<file path="config.mk">
export PLATFORM = sky130hd
export DESIGN_NAME = layer_index_validator
export DESIGN_NICKNAME = d
export VERILOG_FILES = /design/src/design/liv_pkg.sv /design/src/design/liv_csr.sv /design/src/design/liv_check.sv /design/src/design/liv_accum.sv /design/src/design/layer_index_validator.sv
export SDC_FILE = /design/constraint.sdc
export NUM_CORES = 2
export LEC_CHECK = 0
export ABC_AREA = 1
export BUFFER_PORTS_ARGS = -buffer_cell sky130_fd_sc_hd__buf_2
export CAP_MARGIN = 15
export CORE_ASPECT_RATIO = 0.5
export CORE_MARGIN = 1
export CORE_UTILIZATION = 40
export DETAILED_ROUTE_END_ITERATION = 10
export GPL_TIMING_DRIVEN = 0
export SLEW_MARGIN = 15
export SYNTH_ARGS = -nofsm -noshare
export SYNTH_HDL_FRONTEND = slang
export SYNTH_SLANG_ARGS = --single-unit
</file>
<file path="constraint.sdc">
create_clock -name clock -period 8.9 [get_ports clock]
set_clock_uncertainty 0.05 [all_clocks]
set_input_delay 0.89 -clock clock [delete_from_list [all_inputs] [get_ports clock]]
set_output_delay 0.89 -clock clock [all_outputs]
set_load 0.01 [all_outputs]
</file>
<file path="src/design/liv_pkg.sv">
// Package for the layer index validator.
// Holds the entry, config and state-view types and the error codes.
// No dependencies.
package liv_pkg;

   localparam int unsigned ALIGN_MIN = 3;
   localparam int unsigned ALIGN_MAX = 32;
   localparam logic [5:0] ALIGN_RESET = 6'd12;

   typedef enum logic [1:0] {
      CSR_ALIGNMENT_LOG2 = 2'd0,
      CSR_FILE_SIZE      = 2'd1,
      CSR_RESIDENT_BUDGET = 2'd2,
      CSR_DIRECT_IO      = 2'd3
   } csr_index_type;

   typedef enum logic [3:0] {
      ERR_NONE      = 4'd0,
      ERR_ID        = 4'd1,
      ERR_FLAGS     = 4'd2,
      ERR_ZERO_LEN  = 4'd3,
      ERR_SHORT_PAD = 4'd4,
      ERR_OFF_ALIGN = 4'd5,
      ERR_PAD_ALIGN = 4'd6,
      ERR_OVERLAP   = 4'd7,
      ERR_PAST_END  = 4'd8,
      ERR_EARLIER   = 4'd9
   } err_code_type;

   typedef struct packed {
      logic        start_of_index;
      logic [31:0] entry_id;
      logic [31:0] entry_flags;
      logic [63:0] layer_offset;
      logic [63:0] entry_length;
      logic [31:0] padded_length;
   } entry_type;

   typedef struct packed {
      logic [5:0]  alignment_log2;
      logic [63:0] file_size;
      logic [63:0] resident_budget;
      logic        direct_io;
   } cfg_type;

   // state as seen by the entry under check (after an index restart)
   typedef struct packed {
      logic        failed;
      logic [31:0] expected_id;
      logic [63:0] prior_end;
   } check_state_type;

endpackage

</file>
<file path="src/design/liv_csr.sv">
// Configuration registers of the layer index validator.
// Depends on liv_pkg.
module liv_csr (
   input  logic                     clock,
   input  logic                     reset,
   input  logic                     csr_valid,
   output logic                     csr_ready,
   input  logic [1:0]               csr_index,
   input  logic [63:0]              csr_wdata,
   output liv_pkg::cfg_type         cfg
);
   import liv_pkg::*;

   cfg_type cfg_ff;
   cfg_type cfg_in;

   assign csr_ready = 1'b1;
   assign cfg       = cfg_ff;

   always_comb begin
      cfg_in = cfg_ff;
      if (csr_valid) begin
         unique case (csr_index_type'(csr_index))
            CSR_ALIGNMENT_LOG2:  cfg_in.alignment_log2  = csr_wdata[5:0];
            CSR_FILE_SIZE:       cfg_in.file_size       = csr_wdata;
            CSR_RESIDENT_BUDGET: cfg_in.resident_budget = csr_wdata;
            CSR_DIRECT_IO:       cfg_in.direct_io       = csr_wdata[0];
            default:             cfg_in = cfg_ff;
         endcase
      end
   end

   always_ff @(posedge clock) begin
      if (reset) begin
         cfg_ff.alignment_log2  <= ALIGN_RESET;
         cfg_ff.file_size       <= '0;
         cfg_ff.resident_budget <= '0;
         cfg_ff.direct_io       <= 1'b0;
      end else begin
         cfg_ff <= cfg_in;
      end
   end

endmodule

</file>
<file path="src/design/liv_check.sv">
// Entry checker: ordered validity checks giving one error code.
// Depends on liv_pkg.
module liv_check (
   input  liv_pkg::entry_type       entry,
   input  liv_pkg::cfg_type         cfg,
   input  liv_pkg::check_state_type view,
   output liv_pkg::err_code_type    code
);
   import liv_pkg::*;

   logic [5:0]  lg;
   logic [32:0] mask;
   logic [64:0] end_sum;
   logic        off_bad;
   logic        pad_bad;

   always_comb begin
      priority if (cfg.alignment_log2 < 6'(ALIGN_MIN)) begin
         lg = 6'(ALIGN_MIN);
      end else if (cfg.alignment_log2 > 6'(ALIGN_MAX)) begin
         lg = 6'(ALIGN_MAX);
      end else begin
         lg = cfg.alignment_log2;
      end
   end

   assign mask    = (33'd1 << lg) - 33'd1;
   assign off_bad = |(entry.layer_offset[32:0] & mask);
   assign pad_bad = |({1'b0, entry.padded_length} & mask);
   assign end_sum = {1'b0, entry.layer_offset} + {33'd0, entry.padded_length};

   always_comb begin
      priority if (view.failed) begin
         code = ERR_EARLIER;
      end else if (entry.entry_id != view.expected_id) begin
         code = ERR_ID;
      end else if (entry.entry_flags != 32'd0) begin
         code = ERR_FLAGS;
      end else if (entry.entry_length == 64'd0) begin
         code = ERR_ZERO_LEN;
      end else if ({32'd0, entry.padded_length} < entry.entry_length) begin
         code = ERR_SHORT_PAD;
      end else if (off_bad) begin
         code = ERR_OFF_ALIGN;
      end else if (pad_bad) begin
         code = ERR_PAD_ALIGN;
      end else if (entry.layer_offset < view.prior_end) begin
         code = ERR_OVERLAP;
      end else if (end_sum > {1'b0, cfg.file_size}) begin
         code = ERR_PAST_END;
      end else begin
         code = ERR_NONE;
      end
   end

endmodule

</file>
<file path="src/design/liv_accum.sv">
// Index state and running totals: residency decision, streamed sums,
// largest streamed pad, resident count. Depends on liv_pkg.
module liv_accum (
   input  logic                     clock,
   input  logic                     reset,
   input  logic                     fire,
   input  liv_pkg::entry_type       entry,
   input  liv_pkg::cfg_type         cfg,
   input  liv_pkg::err_code_type    code,
   output liv_pkg::check_state_type view,
   output logic                     ok,
   output logic                     res,
   output logic [63:0]              payload_prefix,
   output logic [63:0]              resident_bytes,
   output logic [63:0]              streamed_payload,
   output logic [63:0]              streamed_io,
   output logic [31:0]              largest_stream_pad,
   output logic [31:0]              resident_count
);
   import liv_pkg::*;

   logic        failed_ff, failed_in;
   logic [31:0] expected_id_ff, expected_id_in;
   logic [63:0] prior_end_ff, prior_end_in;
   logic        closed_ff, closed_in;
   logic [63:0] resident_sum_ff, resident_sum_in;
   logic [63:0] prefix_sum_ff, prefix_sum_in;
   logic [63:0] stream_payload_ff, stream_payload_in;
   logic [63:0] stream_io_ff, stream_io_in;
   logic [31:0] max_pad_ff, max_pad_in;
   logic [31:0] resident_total_ff, resident_total_in;

   logic        clr;
   logic        closed_cur;
   logic [63:0] resident_cur, prefix_cur, spay_cur, sio_cur;
   logic [31:0] max_cur, total_cur;
   logic [64:0] res_try;
   logic        fits;
   logic [63:0] io_add;

   assign clr          = entry.start_of_index;
   assign view.failed       = clr ? 1'b0  : failed_ff;
   assign view.expected_id  = clr ? '0    : expected_id_ff;
   assign view.prior_end    = clr ? '0    : prior_end_ff;
   assign closed_cur   = clr ? 1'b0 : closed_ff;
   assign resident_cur = clr ? '0 : resident_sum_ff;
   assign prefix_cur   = clr ? '0 : prefix_sum_ff;
   assign spay_cur     = clr ? '0 : stream_payload_ff;
   assign sio_cur      = clr ? '0 : stream_io_ff;
   assign max_cur      = clr ? '0 : max_pad_ff;
   assign total_cur    = clr ? '0 : resident_total_ff;

   assign ok      = (code == ERR_NONE);
   assign res_try = {1'b0, resident_cur} + {1'b0, entry.entry_length};
   assign fits    = (res_try <= {1'b0, cfg.resident_budget});
   assign res     = ok && !closed_cur && fits;
   assign io_add  = cfg.direct_io ? {32'd0, entry.padded_length} : entry.entry_length;

   always_comb begin
      failed_in         = view.failed;
      expected_id_in    = view.expected_id;
      prior_end_in      = view.prior_end;
      closed_in         = closed_cur;
      resident_sum_in   = resident_cur;
      prefix_sum_in     = prefix_cur;
      stream_payload_in = spay_cur;
      stream_io_in      = sio_cur;
      max_pad_in        = max_cur;
      resident_total_in = total_cur;
      if (!ok) begin
         failed_in = 1'b1;
      end else begin
         expected_id_in  = entry.entry_id + 32'd1;
         prior_end_in    = entry.layer_offset + {32'd0, entry.padded_length};
         prefix_sum_in   = prefix_cur + entry.entry_length;
         if (!closed_cur && !fits) begin
            closed_in = 1'b1;
         end
         if (res) begin
            resident_sum_in = res_try[63:0];
            if (total_cur != '1) begin
               resident_total_in = total_cur + 32'd1;
            end
         end else begin
            stream_payload_in = spay_cur + entry.entry_length;
            stream_io_in      = sio_cur + io_add;
            if (entry.padded_length > max_cur) begin
               max_pad_in = entry.padded_length;
            end
         end
      end
   end

   always_ff @(posedge clock) begin
      if (reset) begin
         failed_ff         <= 1'b0;
         expected_id_ff    <= '0;
         prior_end_ff      <= '0;
         closed_ff         <= 1'b0;
         resident_sum_ff   <= '0;
         prefix_sum_ff     <= '0;
         stream_payload_ff <= '0;
         stream_io_ff      <= '0;
         max_pad_ff        <= '0;
         resident_total_ff <= '0;
      end else if (fire) begin
         failed_ff         <= failed_in;
         expected_id_ff    <= expected_id_in;
         prior_end_ff      <= prior_end_in;
         closed_ff         <= closed_in;
         resident_sum_ff   <= resident_sum_in;
         prefix_sum_ff     <= prefix_sum_in;
         stream_payload_ff <= stream_payload_in;
         stream_io_ff      <= stream_io_in;
         max_pad_ff        <= max_pad_in;
         resident_total_ff <= resident_total_in;
      end
   end

   // totals change only when a new result is loaded, so they ride with it
   assign payload_prefix     = prefix_sum_ff;
   assign resident_bytes     = resident_sum_ff;
   assign streamed_payload   = stream_payload_ff;
   assign streamed_io        = stream_io_ff;
   assign largest_stream_pad = max_pad_ff;
   assign resident_count     = resident_total_ff;

endmodule

</file>
<file path="src/design/layer_index_validator.sv">
// Layer index validator top level: input register, checker, state, result register.
// An item waits in the input register until the result register is free, then its
// result is registered. Throughput: one item per cycle while rsp_ready is high.
// Reset (synchronous): pipeline empty, state and totals zero, alignment_log2 = 12,
// other config registers zero. Depends on liv_pkg, liv_csr, liv_check, liv_accum.
module layer_index_validator (
   input  logic        clock,
   input  logic        reset,
   input  logic        csr_valid,
   output logic        csr_ready,
   input  logic [1:0]  csr_index,
   input  logic [63:0] csr_wdata,
   input  logic        req_valid,
   output logic        req_ready,
   input  logic        req_start_of_index,
   input  logic [31:0] req_entry_id,
   input  logic [31:0] req_entry_flags,
   input  logic [63:0] req_layer_offset,
   input  logic [63:0] req_entry_length,
   input  logic [31:0] req_padded_length,
   output logic        rsp_valid,
   input  logic        rsp_ready,
   output logic        rsp_accepted,
   output logic [3:0]  rsp_error_code,
   output logic        rsp_is_resident,
   output logic [63:0] rsp_payload_prefix,
   output logic [63:0] rsp_resident_bytes,
   output logic [63:0] rsp_streamed_payload,
   output logic [63:0] rsp_streamed_io,
   output logic [31:0] rsp_largest_stream_pad,
   output logic [31:0] rsp_resident_count
);
   import liv_pkg::*;

   cfg_type         cfg;
   check_state_type view;
   err_code_type    code;
   entry_type       entry_ff;
   logic            in_vld_ff, in_vld_in;
   logic            out_vld_ff, out_vld_in;
   logic            ok_ff, res_ff;
   err_code_type    code_ff;
   logic            ok, res;
   logic            fire;

   liv_csr u_csr (
      .clock     (clock),
      .reset     (reset),
      .csr_valid (csr_valid),
      .csr_ready (csr_ready),
      .csr_index (csr_index),
      .csr_wdata (csr_wdata),
      .cfg       (cfg)
   );

   liv_check u_check (
      .entry (entry_ff),
      .cfg   (cfg),
      .view  (view),
      .code  (code)
   );

   liv_accum u_accum (
      .clock              (clock),
      .reset              (reset),
      .fire               (fire),
      .entry              (entry_ff),
      .cfg                (cfg),
      .code               (code),
      .view               (view),
      .ok                 (ok),
      .res                (res),
      .payload_prefix     (rsp_payload_prefix),
      .resident_bytes     (rsp_resident_bytes),
      .streamed_payload   (rsp_streamed_payload),
      .streamed_io        (rsp_streamed_io),
      .largest_stream_pad (rsp_largest_stream_pad),
      .resident_count     (rsp_resident_count)
   );

   // item moves from the input register to the result register
   assign fire      = in_vld_ff && (!out_vld_ff || rsp_ready);
   assign req_ready = !in_vld_ff || fire;

   always_comb begin
      in_vld_in = in_vld_ff;
      if (fire) begin
         in_vld_in = 1'b0;
      end
      if (req_valid && req_ready) begin
         in_vld_in = 1'b1;
      end
      out_vld_in = out_vld_ff;
      if (rsp_ready) begin
         out_vld_in = 1'b0;
      end
      if (fire) begin
         out_vld_in = 1'b1;
      end
   end

   always_ff @(posedge clock) begin
      if (reset) begin
         in_vld_ff  <= 1'b0;
         out_vld_ff <= 1'b0;
      end else begin
         in_vld_ff  <= in_vld_in;
         out_vld_ff <= out_vld_in;
      end
   end

   always_ff @(posedge clock) begin
      if (req_valid && req_ready) begin
         entry_ff.start_of_index <= req_start_of_index;
         entry_ff.entry_id       <= req_entry_id;
         entry_ff.entry_flags    <= req_entry_flags;
         entry_ff.layer_offset   <= req_layer_offset;
         entry_ff.entry_length   <= req_entry_length;
         entry_ff.padded_length  <= req_padded_length;
      end
      if (fire) begin
         ok_ff   <= ok;
         res_ff  <= res;
         code_ff <= code;
      end
   end

   assign rsp_valid       = out_vld_ff;
   assign rsp_accepted    = ok_ff;
   assign rsp_is_resident = res_ff;
   assign rsp_error_code  = code_ff;

endmodule

</file>
# Yosys cells after proc, flatten, opt, wreduce, memory -nomap -nowiden
# Index checks and enable logic that the tools add are counted.
# totals
output_inout_bits	329
n_memories	0
romBits	0
word_cells	116
latchBits	0
mem_bits_rw	0
inputBits	296
regBits	786
# classes
n_mul	0
muxes	44
addsub	9
magnitude_cmp	7
n_shift	1
n_eq_ne	5
div_mod_pow	0
n_reduce_logical	23
bitwise	2
# op_table
op	count
$mux W64	14
$mux W32	10
$add A64 B64 Y64	3
$reduce_or A33 Y1	2
$add A64 B32 Y65	1
$add A64 B64 Y65	1
$gt A65 B64 Y1	1
$le A65 B64 Y1	1
$add A32 B1 Y32 const B	2
$add A64 B32 Y64	1
$logic_not A64 Y1	1
$lt A32 B64 Y1	1
$lt A64 B64 Y1	1
$mux W4	9
$and A32 B33 Y33	1
$and A33 B33 Y33	1
$shl A1 B6 Y33 const A	1
$sub A33 B1 Y33 const B	1
$gt A32 B32 Y1	1
$ne A32 B32 Y1	1
$ne A32 B32 Y1 const B	1
$reduce_bool A32 Y1	1
$mux W6	2
$mux W1	9
11 further kinds	24

# Logic depth before layout (Yosys ltp)
# logic_depth
depth_word	19
ltp_mapped	45
depth_no_buf	43

# Hierarchy
# From an unflattened synthesis, not the netlist that was laid out.
# hier_totals
hier_cells	10175
area_unflattened_um2	65798.1
# modules_own_cells
module	cells_each	n_inst	seq_area_each_um2	area_each_um2
liv_accum	7512	1	8368.0	43945.9
liv_check	1560	1	0.0	9227.6
layer_index_validator	243	1	6976.7	7028.0
liv_csr	860	1	2702.6	5596.6

# Worst setup path after synthesis
# OpenSTA, ideal clock, no wires.
# synth_path
kind	register to register
from	register entry_ff[224] (netlist name)
to	register u_accum.max_pad_ff[10] (netlist: u_accum.largest_stream_pad[10])
arrival_time_ns	6.441
synth_period_minus_slack_ns	6.623
setup_time_ns	0.132
stages_incl_launch_ff	38
n_path_buf	5
required_ns	8.718
slack_ns	2.277
path_cell_list	edfxtp_1 > clkbuf_1 > clkbuf_1 > clkbuf_1 > clkbuf_1 > nor2_1 > ha_1 > fa_1 > nand3_1 > nand2_1 > a21oi_1 > o21ai_1 > a21boi_0 > o21ai_0 > a21boi_0 > o21bai_1 > nand3_1 > nand2_1 > [... 2 more ...] > a21oi_1 > o21bai_1 > nand2_1 > nand3b_1 > nand2_1 > inv_1 > ha_1 > nand4_1 > nor4_1 > nand4_1 > or2_2 > a21oi_4 > inv_2 > nand3_1 > clkbuf_1 > nand2_1 > nand3_1 > a21oi_1
# synth_via
elab_chain_len	15
elab_cells_between_ends	26
cone_classes	add/sub: 1; order compare: 3; eq/ne: 1; mux: 17; reduce/logical: 4
# synth_rtl
element	line	source
start: declaration	layer_index_validator.sv:38	entry_type entry_ff;
parallel branches: the longest is 14 deep, another holds $add A64 B64 Y65	-	
$mux W32 (*)	liv_accum.sv:70	if (!ok) begin
end signal: assignment	liv_accum.sv:115	max_pad_ff <= max_pad_in;
end: declaration	liv_accum.sv:30	logic [31:0] max_pad_ff, max_pad_in;
# Mark *: on every way between the ends.
# A chain may end at the register's enable or synchronous reset.

# Final worst setup path
# layout_path
from	register entry_ff[224] (netlist name)
to	register u_accum.resident_sum_ff[48] (netlist: u_accum.resident_bytes[48])
# layout_via
elab_chain_len	15
elab_cells_between_ends	23
cone_classes	add/sub: 1; order compare: 2; eq/ne: 1; mux: 15; reduce/logical: 4
# layout_rtl
element	line	source
parallel branches: the longest is 14 deep, another holds $add A64 B64 Y65	-	
$mux W64 (*)	liv_accum.sv:70	
end signal: assignment	liv_accum.sv:111	resident_sum_ff <= resident_sum_in;
end: declaration	liv_accum.sv:26	logic [63:0] resident_sum_ff, resident_sum_in;
# Marked as above.

==> impl_metrics.toml <==
[worst_setup_path]
endpoint_kind = "register"
critPathArrivalTime_ps = 9200
worstPathRequired_ps = 9510
cp-start-kind = "register"
cpMaxStageDelayCell = "edfxtp_1"
cpLargestDelayFamily = "simple AND/OR/NAND/NOR gates"
worst-path-max-fanout = 19
r2r_start = "entry_ff[224]"
reg2reg_setup_slack_ps = 310
crit_top_cell = "nand2_1"
timing.critical_path.buf_inv = 7
r2r_end = "u_accum.resident_bytes[48]"
critical_path_class = "reg -> reg"
cp_slowest_stage_delay_ps = 570
reg2reg_depth = 38

[yosys]
yosysUniqueCellTypes = 66
yosys.area_share.simple = 0.238
yosysSeqAreaShare = 0.302
synth_fa_ha_area_frac = 0.115
synth_mux_area_frac = 0
ys_ff_latch = 786
synth_top_family_by_area = "simple AND/OR/NAND/NOR gates"
synth_edf_count = 231
synth_xor_xnor_area_share = 0.0499
avgSynthCellArea_um2 = 6.80
yosysWarnings = 0
syn_inst = 8776
synth_ff_type = "dfxtp_1"
async_flop_share = 0
mappedNetlistArea_um2 = 59700
synth-compound-area-share = 0.191

[floorplan]
ioPinCount = 625
die_x_um = 548
core-area_um2 = 147000
rows = 99
die_area_um2 = 151000
initial_core_util = 0.406
die_y_um = 275

[detailed_routing]
via_per_inst = 5.62
drc = 0
firstDrtPassIters = 6
dr.first_iter.drc_count = 7330
wl_met2_um = 119000
drtAntennaViolNets = 0
vias = 64900
maxUsedRoutingLayer = "met5"
avgRoutedWirePerCell_um = 24.4
drt_wl_total_um = 281000
drt-met1-wl_um = 122000
wl_met3_um = 27800

[timing]
finalSetupViolations = 0
tns_ps = 0
finalHoldViolCount = 0
finalWorstSetupSlack_ps = 306
clock.fmax_mhz = 116
min_period_ps = 8590
grt_setup_unrepaired = "false"
worst_slew_pin_slew_ps = 1300
relSlewSlack = 0.134
slew_violations = 0
fin_crit_sh = 0.966

[global_route]
gr-total-overflow = 0
grt_pass1_vias = 59000
grt_max_degree = 107
antenna_found_initial = 30
grt.total_usage = 0.359
grt_first_pass_wirelength_um = 397000

[clocking]
insertion_delay_ps = 740
cts_buffers = 82
clk_pin_slew_ps = 80
clock_path_buffers = 3
cts_tree = "done"
htreeDepth = 3
clock_sinks = 786
cts_root_buf = "clkbuf_16"

[layout]
drive_gt1_frac = 0.0947
syn_to_final_growth_pct = 14.5
final_nets = 10300

[run]
drv_cap = 0

[run_status]
outcome = "finished, final reports clean"

[placement]
place_ws_ps = -2650
place_congestion = 1.02
port_buffers = 622
hpwlAfterDp_um = 231000

[power_and_ir_drop]
leakagePower_nw = 31.0
cellPowerDensity_nw_per_um2 = 141
power_w = 0.00964
ir_drop_v = 0.000133

[min_path]
hold_start = "req_layer_offset[16]"
min_path_cells = 1
hold_class = "in -> reg"
whs_endpoint = "entry_ff[112]"
-- power breakdown --
group / switching (W) / total, W / internal (W) / leakage [nW]
clock: 0.00174 / 0.00374 / 0.00200 / 1.35
combinational: 0.00128 / 0.00185 / 0.000576 / 22.9
sequential: 0.000224 / 0.00404 / 0.00382 / 6.76
total: 0.00324 / 0.00964 / 0.00639 / 31.0
-- Yosys cell counts (193+ instances only) --
master,number,area [um2]
nand3_1,417,2090
clkbuf_1,213,800
inv_1,1292,4850
dfxtp_1,555,11100
xor2_1,215,1880
o21ai_0,552,2760
nand2_1,1692,6350
nand4_1,193,1210
edfxtp_1,231,6940
ha_1,542,6780
nor2_1,843,3160
a21oi_1,1116,5590
-- worst max-delay path by stage --
stage                        from  slack [ps]  cells past startpoint                        endpoint
finish              entry_ff[224]         310                     38      u_accum.resident_bytes[48]
CTS                 entry_ff[224]          70                     38         u_accum.streamed_io[46]
global route        entry_ff[224]           6                     38      u_accum.resident_bytes[39]
detailed placement  entry_ff[224]       -2650                     38          u_accum.streamed_io[0]
global placement    entry_ff[224]       -2720                     39         u_accum.streamed_io[46]
floorplan           entry_ff[224]        2280                     37  u_accum.largest_stream_pad[10]
-- final cells by class --
cell class | count | area, um2
Tap cell | 1969 | 2460
Sequential cell | 786 | 18000
Inverter | 1302 | 4890
Clock inverter | 33 | 388
Clock buffer | 121 | 2410
Fill cell | 15500 | 78500
Multi-Input combinational cell | 6374 | 35500
Timing Repair Buffer | 633 | 3270
Antenna cell | 15 | 37.5
Buffer | 315 | 1350
-- registers in the layout, summed over array words and instances, names as in the netlist --
register	flops
rsp_is_resident	1
rsp_accepted	1
u_accum.payload_prefix	64
u_accum.failed_ff	1
u_accum.prior_end_ff	64
u_accum.resident_count	32
rsp_error_code	4
u_csr.cfg	135
u_accum.expected_id_ff	32
entry_ff	225
u_accum.largest_stream_pad	32
u_accum.resident_bytes	64
rsp_valid	1
in_vld_ff	1
u_accum.streamed_io	64
u_accum.streamed_payload	64
u_accum.closed_ff	1
-- cells by family after synthesis --
logic type      count (synthesis)
fa+ha+maj                     547
other cells                     1
flops                         786
xor+xnor                      340
compound gates               2112
buf+inv                      1618
simple gates                 3372
-- worst reg2reg max path: cells and delay by family, from the launching register on --
kind                     cells  cell delay (ps)
AND/OR/NAND/NOR             19             2840
buffers and inverters        7             2000
flip-flops                   1              570
AO/OA/AOI/OAI                9             2100
adder cells (fa/ha/maj)      3              980
-- layout by cell type (no fill, tap or decap), types with 15 or more instances in the layout --
master / instances
a21boi_0: 28
a21o_1: 18
a21oi_1: 1116
a31oi_1: 156
buf_1: 29
buf_2: 685
clkbuf_1: 213
clkbuf_16: 85
clkbuf_2: 15
clkbuf_8: 15
dfxtp_1: 555
diode_2: 15
edfxtp_1: 231
ha_1: 542
inv_1: 1291
nand2_1: 1692
nand3_1: 417
nand4_1: 193
nor2_1: 843
nor3_1: 89
nor4_1: 74
o211ai_1: 30
o21a_1: 35
o21ai_0: 552
o21ai_1: 76
o21bai_1: 19
xnor2_1: 125
xor2_1: 215
-- timing repair --
item / CTS / global route
setup endpoints to repair: 278 / 335
resized for setup: 13 / 19
setup buffers: 1 / 6
hold buffers: 0 / 0
pin swaps: 1 / 2
-- through the flow --
stage	instance area [um2]	util	hold slack, ps	instances
after floorplan	59700	-	378	8778
after global placement	65300	0.444	392	11400
after detailed placement	65400	0.445	395	11400
after CTS	68200	0.465	238	11500
after global routing	68300	0.465	250	11500
final	68400	0.465	268	11500
-- metal layers --
layer / vias to the layer above / GRT usage
li1: 30900 / -
met1: 30500 / 0.492
met2: 2958 / 0.549
met3: 541 / 0.0742
met4: 20 / 0.149
met5: - / 0
Note: power is estimated with default switching activity, not from simulation.
